`src/rtl/drp_pkg.sv`:
```
// drp_pkg: shared types, codes and constants for the discovery reply parser
// no dependencies; used by drp_parser and discovery_reply_parser_retry
`timescale 1ns / 1ps
`default_nettype none

package drp_pkg;

  localparam int unsigned MAX_DATAGRAM = 1024;
  localparam int unsigned BPOS_W = $clog2(MAX_DATAGRAM + 1);

  // commands
  localparam logic [1:0] CMD_START = 2'd0;
  localparam logic [1:0] CMD_BYTE  = 2'd1;
  localparam logic [1:0] CMD_TICK  = 2'd2;

  // result kinds
  localparam logic [1:0] KIND_REQUEST = 2'd0;
  localparam logic [1:0] KIND_FOUND   = 2'd1;
  localparam logic [1:0] KIND_GAVE_UP = 2'd2;

  // fault codes
  localparam logic [2:0] FAULT_NONE    = 3'd0;
  localparam logic [2:0] FAULT_NOT_LOC = 3'd1;
  localparam logic [2:0] FAULT_IP      = 3'd2;
  localparam logic [2:0] FAULT_PORT    = 3'd3;
  localparam logic [2:0] FAULT_FORMAT  = 3'd4;
  localparam logic [2:0] FAULT_TIMEOUT = 3'd5;

  // configuration register indexes
  localparam logic [1:0] REG_MAX_ATTEMPTS  = 2'd0;
  localparam logic [1:0] REG_TIMEOUT_TICKS = 2'd1;
  localparam logic [1:0] REG_DEST_IP       = 2'd2;
  localparam logic [1:0] REG_DEST_PORT     = 2'd3;

  // error flag bits
  localparam int unsigned FLB_NOTLOC = 0;
  localparam int unsigned FLB_IP     = 1;
  localparam int unsigned FLB_PORT   = 2;
  localparam int unsigned FLB_FMT    = 3;
  localparam int unsigned FLB_STOP   = 4;

  // port token modes
  localparam logic [1:0] PM_START  = 2'd0;
  localparam logic [1:0] PM_DIGITS = 2'd1;
  localparam logic [1:0] PM_DONE   = 2'd3;

  localparam logic [7:0] CH_SPACE = 8'h20;
  localparam logic [7:0] CH_DOT   = 8'h2e;
  localparam logic [7:0] CH_PLUS  = 8'h2b;
  localparam logic [7:0] CH_MINUS = 8'h2d;
  localparam logic [7:0] CH_ZERO  = 8'h30;
  localparam logic [7:0] CH_NINE  = 8'h39;
  localparam logic [7:0] CH_TAB   = 8'h09;
  localparam logic [7:0] CH_CR    = 8'h0d;
  localparam logic [16:0] PORT_SAT = 17'h10000;

  typedef struct packed {
    logic [1:0] cmd;
    logic [7:0] rx_byte;
    logic       rx_last;
  } in_t;

  typedef struct packed {
    logic [1:0]  kind;
    logic [2:0]  fault;
    logic [31:0] addr;
    logic [15:0] udp_port;
    logic [7:0]  attempt;
  } out_t;

  typedef struct packed {
    logic [BPOS_W-1:0] byte_pos;
    logic [2:0]        token_idx;
    logic [1:0]        token_len;
    logic [7:0]        octet_acc;
    logic [1:0]        octet_digits;
    logic [1:0]        octet_count;
    logic [31:0]       ip_shift;
    logic [16:0]       port_acc;
    logic [1:0]        port_mode;
    logic [1:0]        end_match;
    logic [4:0]        flags;
  } parse_st_t;

  typedef struct packed {
    logic [2:0]  fault;
    logic [31:0] addr;
    logic [15:0] udp_port;
  } verdict_t;

  function automatic logic [7:0] loc_char(input logic [1:0] pos);
    logic [7:0] ch;
    case (pos)
      2'd0: ch = 8'h4c;
      2'd1: ch = 8'h4f;
      default: ch = 8'h43;
    endcase
    return ch;
  endfunction

  function automatic logic [7:0] end_char(input logic [1:0] pos);
    logic [7:0] ch;
    case (pos)
      2'd0: ch = 8'h45;
      2'd1: ch = 8'h4e;
      default: ch = 8'h44;
    endcase
    return ch;
  endfunction

endpackage

`default_nettype wire

```
`src/rtl/drp_parser.sv`:
```
// drp_parser: per-byte reply parsing step and end-of-datagram verdict
// depends on drp_pkg
`timescale 1ns / 1ps
`default_nettype none

module drp_parser (
  input  wire drp_pkg::parse_st_t pst,
  input  wire logic [7:0]         rx_byte,
  output drp_pkg::parse_st_t      pst_nxt,
  output drp_pkg::verdict_t       verdict
);

  drp_pkg::parse_st_t s_byte;
  drp_pkg::parse_st_t s_fin;

  function automatic drp_pkg::parse_st_t finish_token(input drp_pkg::parse_st_t s);
    drp_pkg::parse_st_t r;
    r = s;
    case (r.token_idx)
      3'd2: begin
        if (!r.flags[drp_pkg::FLB_IP]) begin
          if (r.octet_digits == 2'd0 || r.octet_count != 2'd3) begin
            r.flags[drp_pkg::FLB_IP] = 1'b1;
          end else begin
            r.ip_shift = {r.ip_shift[23:0], r.octet_acc};
          end
        end
      end
      3'd3: begin
        if (r.port_acc == 17'd0 || r.port_acc > 17'd65535) r.flags[drp_pkg::FLB_PORT] = 1'b1;
      end
      3'd4: begin
        if (r.end_match != 2'd3) r.flags[drp_pkg::FLB_FMT] = 1'b1;
      end
      default: ;
    endcase
    r.token_len = 2'd0;
    return r;
  endfunction

  function automatic drp_pkg::parse_st_t feed_token(input drp_pkg::parse_st_t s,
                                                    input logic [7:0] c);
    drp_pkg::parse_st_t r;
    logic               digit;
    logic [3:0]         d;
    logic [11:0]        ov;
    logic [19:0]        pv;
    r = s;
    digit = (c >= drp_pkg::CH_ZERO) && (c <= drp_pkg::CH_NINE);
    d = digit ? c[3:0] : 4'd0;
    ov = 12'(r.octet_acc) * 12'd10 + 12'(d);
    pv = 20'(r.port_acc) * 20'd10 + 20'(d);
    case (r.token_idx)
      3'd2: begin
        if (!r.flags[drp_pkg::FLB_IP]) begin
          if (digit) begin
            if ((r.octet_digits != 2'd0 && r.octet_acc == 8'd0) || ov > 12'd255) begin
              r.flags[drp_pkg::FLB_IP] = 1'b1;
            end else begin
              r.octet_acc = ov[7:0];
              if (r.octet_digits != 2'd3) r.octet_digits = r.octet_digits + 2'd1;
            end
          end else if (c == drp_pkg::CH_DOT && r.octet_digits != 2'd0
                       && r.octet_count != 2'd3) begin
            r.ip_shift = {r.ip_shift[23:0], r.octet_acc};
            r.octet_count = r.octet_count + 2'd1;
            r.octet_acc = 8'd0;
            r.octet_digits = 2'd0;
          end else begin
            r.flags[drp_pkg::FLB_IP] = 1'b1;
          end
        end
      end
      3'd3: begin
        if (r.port_mode == drp_pkg::PM_START) begin
          if (c >= drp_pkg::CH_TAB && c <= drp_pkg::CH_CR) begin
            r.port_mode = drp_pkg::PM_START;
          end else if (c == drp_pkg::CH_PLUS) begin
            r.port_mode = drp_pkg::PM_DIGITS;
          end else if (c == drp_pkg::CH_MINUS) begin
            r.flags[drp_pkg::FLB_PORT] = 1'b1;
            r.port_mode = drp_pkg::PM_DONE;
          end else if (digit) begin
            r.port_acc = 17'(d);
            r.port_mode = drp_pkg::PM_DIGITS;
          end else begin
            r.port_mode = drp_pkg::PM_DONE;
          end
        end else if (r.port_mode != drp_pkg::PM_DONE) begin
          if (digit) begin
            r.port_acc = (pv > 20'(drp_pkg::PORT_SAT)) ? drp_pkg::PORT_SAT : pv[16:0];
          end else begin
            r.port_mode = drp_pkg::PM_DONE;
          end
        end
      end
      3'd4: begin
        if (r.token_len != 2'd3 && c == drp_pkg::end_char(r.token_len)) begin
          r.end_match = r.end_match + 2'd1;
        end else begin
          r.flags[drp_pkg::FLB_FMT] = 1'b1;
        end
      end
      default: ;
    endcase
    return r;
  endfunction

  always_comb begin
    s_byte = pst;
    if (pst.byte_pos < drp_pkg::BPOS_W'(drp_pkg::MAX_DATAGRAM)) begin
      if (!pst.flags[drp_pkg::FLB_STOP]) begin
        if (pst.byte_pos < drp_pkg::BPOS_W'(3) && rx_byte != drp_pkg::loc_char(pst.byte_pos[1:0]))
          s_byte.flags[drp_pkg::FLB_NOTLOC] = 1'b1;
        if (rx_byte == 8'd0) begin
          if (s_byte.token_len != 2'd0) s_byte = finish_token(s_byte);
          s_byte.flags[drp_pkg::FLB_STOP] = 1'b1;
        end else if (rx_byte == drp_pkg::CH_SPACE) begin
          if (s_byte.token_len != 2'd0) s_byte = finish_token(s_byte);
        end else begin
          if (s_byte.token_len == 2'd0) begin
            if (s_byte.token_idx >= 3'd4) s_byte.flags[drp_pkg::FLB_STOP] = 1'b1;
            else s_byte.token_idx = s_byte.token_idx + 3'd1;
          end
          if (!s_byte.flags[drp_pkg::FLB_STOP]) begin
            s_byte = feed_token(s_byte, rx_byte);
            if (s_byte.token_len != 2'd3) s_byte.token_len = s_byte.token_len + 2'd1;
          end
        end
      end
      s_byte.byte_pos = s_byte.byte_pos + drp_pkg::BPOS_W'(1);
    end
  end

  always_comb begin
    s_fin = s_byte;
    if (!s_byte.flags[drp_pkg::FLB_STOP] && s_byte.token_len != 2'd0) s_fin = finish_token(s_byte);
  end

  always_comb begin
    verdict.addr = s_fin.ip_shift;
    verdict.udp_port = s_fin.port_acc[15:0];
    if (s_fin.flags[drp_pkg::FLB_NOTLOC] || s_fin.byte_pos < drp_pkg::BPOS_W'(3)) begin
      verdict.fault = drp_pkg::FAULT_NOT_LOC;
    end else if (s_fin.token_idx < 3'd4 || s_fin.flags[drp_pkg::FLB_FMT]) begin
      verdict.fault = drp_pkg::FAULT_FORMAT;
    end else if (s_fin.flags[drp_pkg::FLB_IP]) begin
      verdict.fault = drp_pkg::FAULT_IP;
    end else if (s_fin.flags[drp_pkg::FLB_PORT]) begin
      verdict.fault = drp_pkg::FAULT_PORT;
    end else begin
      verdict.fault = drp_pkg::FAULT_NONE;
    end
  end

  assign pst_nxt = s_byte;

endmodule

`default_nettype wire

```
`src/rtl/discovery_reply_parser_retry.sv`:
```
// discovery_reply_parser_retry: discovery client with retry control and output stage
// depends on drp_pkg and drp_parser
// a result is registered in the output register, or in the skid entry if held
// throughput: one input item per cycle; one result may wait while the next item
// is taken, held in a two-entry output stage; input stalls only when both are full
// reset: synchronous, active low; control registers to their reset values, phase idle
`timescale 1ns / 1ps
`default_nettype none

module discovery_reply_parser_retry (
  input  wire logic        clk,
  input  wire logic        rst_n,
  input  wire logic        in_valid,
  output logic             in_stall,
  input  wire drp_pkg::in_t in_data,
  output logic             out_valid,
  input  wire logic        out_stall,
  output drp_pkg::out_t    out_data,
  input  wire logic        cfg_we,
  input  wire logic [1:0]  cfg_index,
  input  wire logic [31:0] cfg_data
);

  typedef enum logic {PH_IDLE, PH_WAIT} phase_t;

  phase_t             phase_r, phase_nxt;
  logic [7:0]         attempts_r, attempts_nxt;
  logic [15:0]        wait_r, wait_nxt;
  drp_pkg::parse_st_t pst_r, pst_nxt;
  drp_pkg::parse_st_t pst_byte;
  drp_pkg::verdict_t  verdict;

  logic [7:0]  max_attempts_r;
  logic [15:0] timeout_ticks_r;
  logic [31:0] dest_ip_r;
  logic [15:0] dest_port_r;

  logic          out_valid_r, out_valid_nxt;
  drp_pkg::out_t out_data_r, out_data_nxt;
  logic          skid_valid_r, skid_valid_nxt;
  drp_pkg::out_t skid_data_r, skid_data_nxt;

  logic          accept;
  logic          pop;
  logic          res_v;
  drp_pkg::out_t res;
  logic [16:0]   wait_inc;
  logic [2:0]    fail_fault;
  logic          fail;

  drp_parser u_parser (
    .pst     (pst_r),
    .rx_byte (in_data.rx_byte),
    .pst_nxt (pst_byte),
    .verdict (verdict)
  );

  assign in_stall  = skid_valid_r;
  assign accept    = in_valid && !skid_valid_r;
  assign pop       = out_valid_r && !out_stall;
  assign out_valid = out_valid_r;
  assign out_data  = out_data_r;
  assign wait_inc  = 17'(wait_r) + 17'd1;

  // command handling
  always_comb begin
    phase_nxt = phase_r;
    attempts_nxt = attempts_r;
    wait_nxt = wait_r;
    pst_nxt = pst_r;
    res_v = 1'b0;
    res = '0;
    fail = 1'b0;
    fail_fault = drp_pkg::FAULT_NONE;
    if (accept) begin
      if (in_data.cmd == drp_pkg::CMD_START) begin
        wait_nxt = 16'd0;
        pst_nxt = '0;
        res_v = 1'b1;
        if (max_attempts_r == 8'd0) begin
          phase_nxt = PH_IDLE;
          attempts_nxt = 8'd0;
          res.kind = drp_pkg::KIND_GAVE_UP;
        end else begin
          phase_nxt = PH_WAIT;
          attempts_nxt = 8'd1;
          res.kind = drp_pkg::KIND_REQUEST;
          res.addr = dest_ip_r;
          res.udp_port = dest_port_r;
        end
        res.attempt = attempts_nxt;
      end else if (phase_r == PH_WAIT) begin
        case (in_data.cmd)
          drp_pkg::CMD_BYTE: begin
            pst_nxt = pst_byte;
            if (in_data.rx_last) begin
              if (verdict.fault == drp_pkg::FAULT_NONE) begin
                phase_nxt = PH_IDLE;
                pst_nxt = '0;
                res_v = 1'b1;
                res.kind = drp_pkg::KIND_FOUND;
                res.addr = verdict.addr;
                res.udp_port = verdict.udp_port;
                res.attempt = attempts_r;
              end else begin
                fail = 1'b1;
                fail_fault = verdict.fault;
              end
            end
          end
          drp_pkg::CMD_TICK: begin
            if (pst_r.byte_pos == '0 && timeout_ticks_r != 16'd0) begin
              wait_nxt = wait_inc[15:0];
              if (wait_inc >= 17'(timeout_ticks_r)) begin
                fail = 1'b1;
                fail_fault = drp_pkg::FAULT_TIMEOUT;
              end
            end
          end
          default: ;
        endcase
      end
    end
    if (fail) begin
      res_v = 1'b1;
      res.fault = fail_fault;
      pst_nxt = '0;
      if (attempts_r >= max_attempts_r) begin
        phase_nxt = PH_IDLE;
        res.kind = drp_pkg::KIND_GAVE_UP;
        res.attempt = attempts_r;
      end else begin
        phase_nxt = PH_WAIT;
        attempts_nxt = attempts_r + 8'd1;
        wait_nxt = 16'd0;
        res.kind = drp_pkg::KIND_REQUEST;
        res.addr = dest_ip_r;
        res.udp_port = dest_port_r;
        res.attempt = attempts_nxt;
      end
    end
  end

  // two-entry output stage
  always_comb begin
    out_valid_nxt = out_valid_r;
    out_data_nxt = out_data_r;
    skid_valid_nxt = skid_valid_r;
    skid_data_nxt = skid_data_r;
    if (pop) begin
      if (skid_valid_r) begin
        out_data_nxt = skid_data_r;
        skid_valid_nxt = 1'b0;
      end else if (res_v) begin
        out_data_nxt = res;
      end else begin
        out_valid_nxt = 1'b0;
      end
    end else if (!out_valid_r) begin
      if (res_v) begin
        out_valid_nxt = 1'b1;
        out_data_nxt = res;
      end
    end else if (res_v) begin
      skid_valid_nxt = 1'b1;
      skid_data_nxt = res;
    end
  end

  always_ff @(posedge clk) begin
    if (!rst_n) begin
      phase_r <= PH_IDLE;
      attempts_r <= 8'd0;
      wait_r <= 16'd0;
      pst_r <= '0;
      out_valid_r <= 1'b0;
      skid_valid_r <= 1'b0;
      max_attempts_r <= 8'd3;
      timeout_ticks_r <= 16'd1000;
      dest_ip_r <= 32'hffff_ffff;
      dest_port_r <= 16'd0;
    end else begin
      phase_r <= phase_nxt;
      attempts_r <= attempts_nxt;
      wait_r <= wait_nxt;
      pst_r <= pst_nxt;
      out_valid_r <= out_valid_nxt;
      skid_valid_r <= skid_valid_nxt;
      if (cfg_we) begin
        case (cfg_index)
          drp_pkg::REG_MAX_ATTEMPTS:  max_attempts_r <= cfg_data[7:0];
          drp_pkg::REG_TIMEOUT_TICKS: timeout_ticks_r <= cfg_data[15:0];
          drp_pkg::REG_DEST_IP:       dest_ip_r <= cfg_data;
          drp_pkg::REG_DEST_PORT:     dest_port_r <= cfg_data[15:0];
          default: ;
        endcase
      end
    end
  end

  always_ff @(posedge clk) begin
    out_data_r <= out_data_nxt;
    skid_data_r <= skid_data_nxt;
  end

`ifndef SYNTHESIS
  a_skid_needs_head: assert property (@(posedge clk) disable iff (!rst_n)
    skid_valid_r |-> out_valid_r)
    else $error("skid entry held without a head entry");

  a_request_counts: assert property (@(posedge clk) disable iff (!rst_n)
    (out_valid && out_data.kind == drp_pkg::KIND_REQUEST) |-> out_data.attempt != 8'd0)
    else $error("request transfer with zero attempt count");

  a_idle_parser_clear: assert property (@(posedge clk) disable iff (!rst_n)
    phase_r == PH_IDLE |-> pst_r.byte_pos == '0)
    else $error("parser state left over while idle");

  a_found_no_fault: assert property (@(posedge clk) disable iff (!rst_n)
    (out_valid && out_data.kind == drp_pkg::KIND_FOUND) |-> out_data.fault == drp_pkg::FAULT_NONE)
    else $error("found result carries a fault");
`endif

endmodule

`default_nettype wire

```
`config.mk`:
```
export PLATFORM = sky130hd
export DESIGN_NAME = discovery_reply_parser_retry
export DESIGN_NICKNAME = d
export VERILOG_FILES = /design/src/rtl/drp_pkg.sv /design/src/rtl/drp_parser.sv /design/src/rtl/discovery_reply_parser_retry.sv
export SDC_FILE = /design/constraint.sdc
export NUM_CORES = 1
export LEC_CHECK = 0
export BUFFER_PORTS_ARGS = -buffer_cell sky130_fd_sc_hd__buf_2
export CAP_MARGIN = 5
export CORE_MARGIN = 3
export CORE_UTILIZATION = 49
export DETAILED_ROUTE_END_ITERATION = 8
export PLACE_DENSITY = 0.67
export SLEW_MARGIN = 15
export SYNTH_ARGS = -nofsm -noshare
export SYNTH_HDL_FRONTEND = slang
export SYNTH_SLANG_ARGS = --single-unit
```
`constraint.sdc`:
```
create_clock -name clk -period 9.1 [get_ports clk]
set_input_delay 0.455 -clock clk [delete_from_list [all_inputs] [get_ports clk]]
set_output_delay 0.455 -clock clk [all_outputs]
set_load 0.01 [all_outputs]
```
# After elaboration in Yosys (flattened, before gate mapping)
# Cells that the tools add are included.
# op_classes
addsub	10
n_mul	2
n_div	0
magnitude_cmp	15
n_eq_ne	32
shifts	0
mux	167
bitwise	2
n_reduce_logical	52
# ops
operator	count
86-bit 2-to-1 mux	7
56-bit 2-to-1 mux	6
61-bit 2-to-1 mux	5
75-bit 2-to-1 mux	3
32-bit 2-to-1 mux	6
72-bit 2-to-1 mux	2
44-bit 2-to-1 mux	3
16-bit 2-to-1 mux	7
8-bit 2-to-1 mux	13
17-bit 2-to-1 mux	6
48-bit 2-to-1 mux	2
1-bit 2-to-1 mux	65
58-bit 2-to-1 mux	1
19-bit 2-to-1 mux	3
3-bit 2-to-1 mux	16
17-bit by 16-bit > comparator with 1-bit output, second input constant	2
17-bit zero test	2
34-bit 2-to-1 mux	1
8-bit by 6-bit == test with 1-bit output, second input constant	4
2-bit 2-to-1 mux	14
8-bit zero test	3
11-bit by 2-bit < comparator with 1-bit output, second input constant	2
20-bit by 4-bit adder with 20-bit output	1
20-bit by 17-bit > comparator with 1-bit output, second input constant	1
43 further kinds	105
# totals
register_bits	307
latchBits	0
mem_bits_rw	0
mem_bits_ro	0
input_bits	50
out_inout_bits	63
wordCells	310
n_memories	0

# Depth between registers and ports, before layout
# depth
word_depth	47
ltp_mapped	21

# Cells and area by module
# From an unflattened synthesis, not the netlist that was laid out.
# unflattened
hier_cells	1971
area_unflattened_um2	17774.5
# by_module_without_submodules
module	n_inst	cells_per_inst	area_per_inst_um2	seq_area_each_um2
discovery_reply_parser_retry	1	1347	13300.3	7367.1
drp_parser	1	624	4474.3	0.0

# Worst setup path after synthesis
# No wires, ideal clock.
# synth_path
kind	reg2reg
from	reg wait_r[2]
to	reg skid_data_r[0] in the netlist's numbering, enable pin
setup_time_ns	0.480
arrival_time_ns	6.607
required_time_ns	8.620
setup_slack_ns	2.013
path_stages_with_launch	21
path_cell_list	dfxtp_1 > nand3_1 > nor2_1 > and3_1 > and3_1 > and3_1 > and3_1 > nand3_1 > xnor2_1 > ha_1 > nand2_1 > or4_1 > o21ai_0 > a31oi_1 > a21o_1 > a31oi_2 > a211o_2 > o31ai_4 > buf_6 > buf_4 > nor2_1
# synth_between
elab_chain_len	10
# synth_lines
item	line_no	rtl
from (decl)	discovery_reply_parser_retry.sv:28	logic [15:0] wait_r, wait_nxt;
from (signal assigned)	discovery_reply_parser_retry.sv:185	wait_r <= wait_nxt;
16-bit by 1-bit adder with 17-bit output	discovery_reply_parser_retry.sv:63	assign wait_inc = 17'(wait_r) + 17'd1;
17-bit by 16-bit >= comparator with 1-bit output	discovery_reply_parser_retry.sv:114	if (wait_inc >= 17'(timeout_ticks_r)) begin
1-bit 2-to-1 mux	discovery_reply_parser_retry.sv:114	
1-bit 2-to-1 mux	discovery_reply_parser_retry.sv:112	if (pst_r.byte_pos == '0 && timeout_ticks_r != 16'd0) begin
1-bit case mux with 2 select lines	discovery_reply_parser_retry.sv:93	case (in_data.cmd)
1-bit 2-to-1 mux	discovery_reply_parser_retry.sv:92	end else if (phase_r == PH_WAIT) begin
1-bit 2-to-1 mux	discovery_reply_parser_retry.sv:76	if (in_data.cmd == drp_pkg::CMD_START) begin
1-bit 2-to-1 mux	discovery_reply_parser_retry.sv:75	if (accept) begin
1-bit 2-to-1 mux	discovery_reply_parser_retry.sv:124	if (fail) begin
3-bit AND reduction (no source line)	-	
to (signal assigned)	discovery_reply_parser_retry.sv:203	skid_data_r <= skid_data_nxt;
to (decl)	discovery_reply_parser_retry.sv:41	drp_pkg::out_t skid_data_r, skid_data_nxt;
# No other way between the ends.
# A chain may end at the register's enable or synchronous reset.

# Worst setup path after layout
# layout_path
from	reg wait_r[2]
to	reg skid_data_r[33] in the netlist's numbering, enable pin
# Same word-level chain as after synthesis.

==> impl_metrics.json <==
{
  "hpwl_mm": 36.1,
  "fin_skew_ps": 20.4,
  "ant_nets": 0,
  "num_io_pins": 113,
  "fillers": 3230,
  "grt_use_met1": 0.359,
  "synth_cell_type_count": 95,
  "hold_violations": 0,
  "cts_tree": "done",
  "power_mw": 3.18,
  "max_slew_margin": 0.270,
  "fin_cells": 2585,
  "cap_violations": 0,
  "crit_path_cell_trace": "nand3_1, nor2_1, and3_1, and3_1, and3_1, and3_1, nand3_1, xnor2_1, ha_1, nand2_1, or4_1, o21ai_0, a31oi_1, a21o_1, a31oi_2, a211o_2, o31ai_4, buf_4, nor2_4, buf_4",
  "grt_pass1_wl_mm": 78.2,
  "setup_viol": 0,
  "regArea_um2": 7370,
  "clockPowerShare": 0.422,
  "sequentialPowerShare": 0.490,
  "synthTopCellsByArea": "dfxtp_1 (21%), edfxtp_1 (20%), ha_1 (5.9%)",
  "met2_usage": 0.386,
  "syn_area_per_cell_um2": 8.77,
  "cts_resized": 0,
  "synth_nets": 2195,
  "postCtsHoldBufs": 0,
  "dieHeight_um": 198,
  "firstDrtPassIters": 5,
  "num_rows": 69,
  "path_common_cell": "and3_1",
  "fmax_mhz": 155,
  "overflow": 0,
  "power_leakage_nw": 8.31,
  "worstPathRequired_ps": 9270,
  "wire_per_inst_um": 19.6,
  "power_density_nw_per_um2": 160,
  "syn-cell-area_um2": 18100,
  "hp-class": "input port to flip-flop",
  "cp-end-kind": "flip-flop",
  "drtIter0Drc": 1462,
  "p_switching_mw": 0.786,
  "p_sw_frac": 0.247,
  "synth_top_area_frac": 0.205,
  "track_usage": 0.246,
  "outcome": "finished clean",
  "antenna_found_initial": 2,
  "reg2reg_slack_ps": 2660,
  "yosys.area.top_type": "dfxtp_1",
  "synthFlopType": "dfxtp_1",
  "post_cts_buffers": 0,
  "combinationalPowerShare": 0.088,
  "drc": 0,
  "ir_drop_v": 0.000114,
  "htreeDepth": 2,
  "worstPathArrival_ps": 6610,
  "cts_buffers": 35,
  "placed_cells": 2521,
  "yosysSeqAreaShare": 0.408,
  "grt_max_degree": 87,
  "cp_slowest_stage_delay_ps": 770,
  "path_clk_slew_ps": 60,
  "startpoint_type": "flip-flop",
  "area_growth_pct": 10.3,
  "fin_tns_setup_ps": 0,
  "synth_edf_count": 122,
  "min_period_ps": 6440,
  "gr-max-usage-layer": "met2",
  "yosysWarnings": 0,
  "min_period_over_period": 0.708,
  "netlist_instances": 2058,
  "coreArea_um2": 35900,
  "diodes": 0,
  "ys_async_sr_fraction": 0,
  "post-route-util": 0.554,
  "cts_num_sinks": 307,
  "via_count": 15800,
  "tightestPinTransition_ps": 1080,
  "synth_seq_cells": 307,
  "dieArea_um2": 39200,
  "clock_latency_ps": 530,
  "maxSlewViolCount": 0,
  "drive_gt1_frac": 0.110,
  "first_global_vias": 14400,
  "worstSetupPathType": "flip-flop to flip-flop",
  "met3_usage": 0.0424,
  "place.gp.congestion": 0.914,
  "rsz0062_at_grt": "no",
  "critical_path.max_fanout": 62,
  "viasPerCell": 6.13,
  "die_x_um": 198,
  "clk_path_buf_depth": 3,
  "p_int_mw": 2.39,
  "fin_nets": 2234,
  "multi_input_area_um2": 9870,
  "start_util": 0.503,
  "crit_path_top_delay_cell": "nor2_4",
  "numPortBuffers": 112,
  "root_buffer": "clkbuf_16",
  "wl_mm": 50.7
}
[through the flow]
step | area, µm² | setup slack [ps] | hold slack, ps
floorplan | 18100 | 2010 | 431
global placement | 18800 | 2900 | 439
detailed placement | 18800 | 2690 | 447
CTS | 19900 | 2660 | 125
global route | 19900 | 2210 | 144
finish | 19900 | 2660 | 140
[logic make-up (layout without fill, tap and decap cells)]
kind of cell    after synthesis  in the layout  synth area share
compound gates              541            541             0.208
xor+xnor                     61             61            0.0300
fa+ha+maj                    87             87            0.0611
buf+inv                     209            275            0.0478
flops                       307            307             0.408
mux                          50             50            0.0280
simple gates                803            803             0.217
[final timing paths]
| path | startpoint | endpoint | cells past startpoint |
|---|---|---|---|
| worst max-delay path | wait_r[2] | skid_data_r[33] | 20 |
| worst min-delay path | cfg_data[26] | dest_ip_r[26] | 3 |
| worst max register to register | wait_r[2] | skid_data_r[33] | 20 |
| worst min register to register | dest_port_r[5] | dest_port_r[5] | 2 |
[power by group through the flow]
| stage | logic (mW) | clock network (mW) | registers (mW) |
|---|---|---|---|
| final | 0.281 | 1.34 | 1.56 |
| after floorplan | 0.138 | 0 | 1.60 |
| after global routing | 0.309 | 1.42 | 1.56 |
| after CTS | 0.281 | 1.37 | 1.56 |
| after global placement | 0.275 | 0 | 1.58 |
| after detailed placement | 0.280 | 0 | 1.59 |
[placed cells by master, fill, tap and decap left out, drive strengths merged, types with 15 or more instances in the layout]
| cell type | n |
|---|---|
| a2bb2oi | 25 |
| dfxtp | 185 |
| xor2 | 30 |
| a31oi | 34 |
| nor4 | 25 |
| xnor2 | 31 |
| or3 | 15 |
| ha | 85 |
| o21ai | 57 |
| a21oi | 162 |
| nand4 | 16 |
| and3 | 46 |
| nand2 | 270 |
| nor3 | 36 |
| a211oi | 18 |
| nor2 | 205 |
| edfxtp | 122 |
| inv | 82 |
| nand3 | 79 |
| mux2i | 46 |
| nor2b | 22 |
| a21o | 20 |
| a22oi | 56 |
| a211o | 26 |
| clkbuf | 52 |
| buf | 132 |
[per-layer routing]
metal	wire (µm)	part of all wire	up-vias
li1	-	-	7632
met1	23600	0.46	7550
met2	22300	0.44	573
met3	3890	0.077	81
met4	909	0.018	4
met5	34	0.00067	-
[flip-flops by register name (all words and copies together) (netlist names)]
name / count
dest_ip_r: 32
phase_r: 1
pst_r: 86
attempts_r: 8
in_stall: 1
dest_port_r: 16
out_data: 61
max_attempts_r: 8
out_valid: 1
timeout_ticks_r: 16
skid_data_r: 61
wait_r: 16
[cell usage after synthesis (25+ instances only)]
cell / n
edfxtp_1: 122
dfxtp_1: 185
nor3_1: 31
a211o_1: 25
nor2_1: 205
inv_1: 79
a22oi_1: 56
a2bb2oi_1: 25
mux2i_1: 46
clkbuf_1: 89
o21ai_0: 51
a31oi_1: 33
nand3_1: 78
ha_1: 85
nand2_1: 270
a21oi_1: 162
buf_2: 28
xor2_1: 30
xnor2_1: 30
and3_1: 46
[worst max-delay path: cells and delay by family, from the launching register on]
family | cells | cell delay [ps]
AOI/OAI and AO/OA | 6 | 1420
xor gates and xnor gates | 1 | 150
adders and majority gates | 1 | 300
buffers and inverters | 2 | 860
DFF | 1 | 410
and+or+nand+nor | 10 | 2820
[area by class of cell]
cell class,count,share of cell area
inverters,79,0.0149
clock buffers,52,0.0482
multi-input cells,1542,0.496
clock inverters,12,0.00616
well taps,461,0.0290
repair buffers,132,0.0357
flip-flops and latches,307,0.370
(Power assumes the default switching activity.)
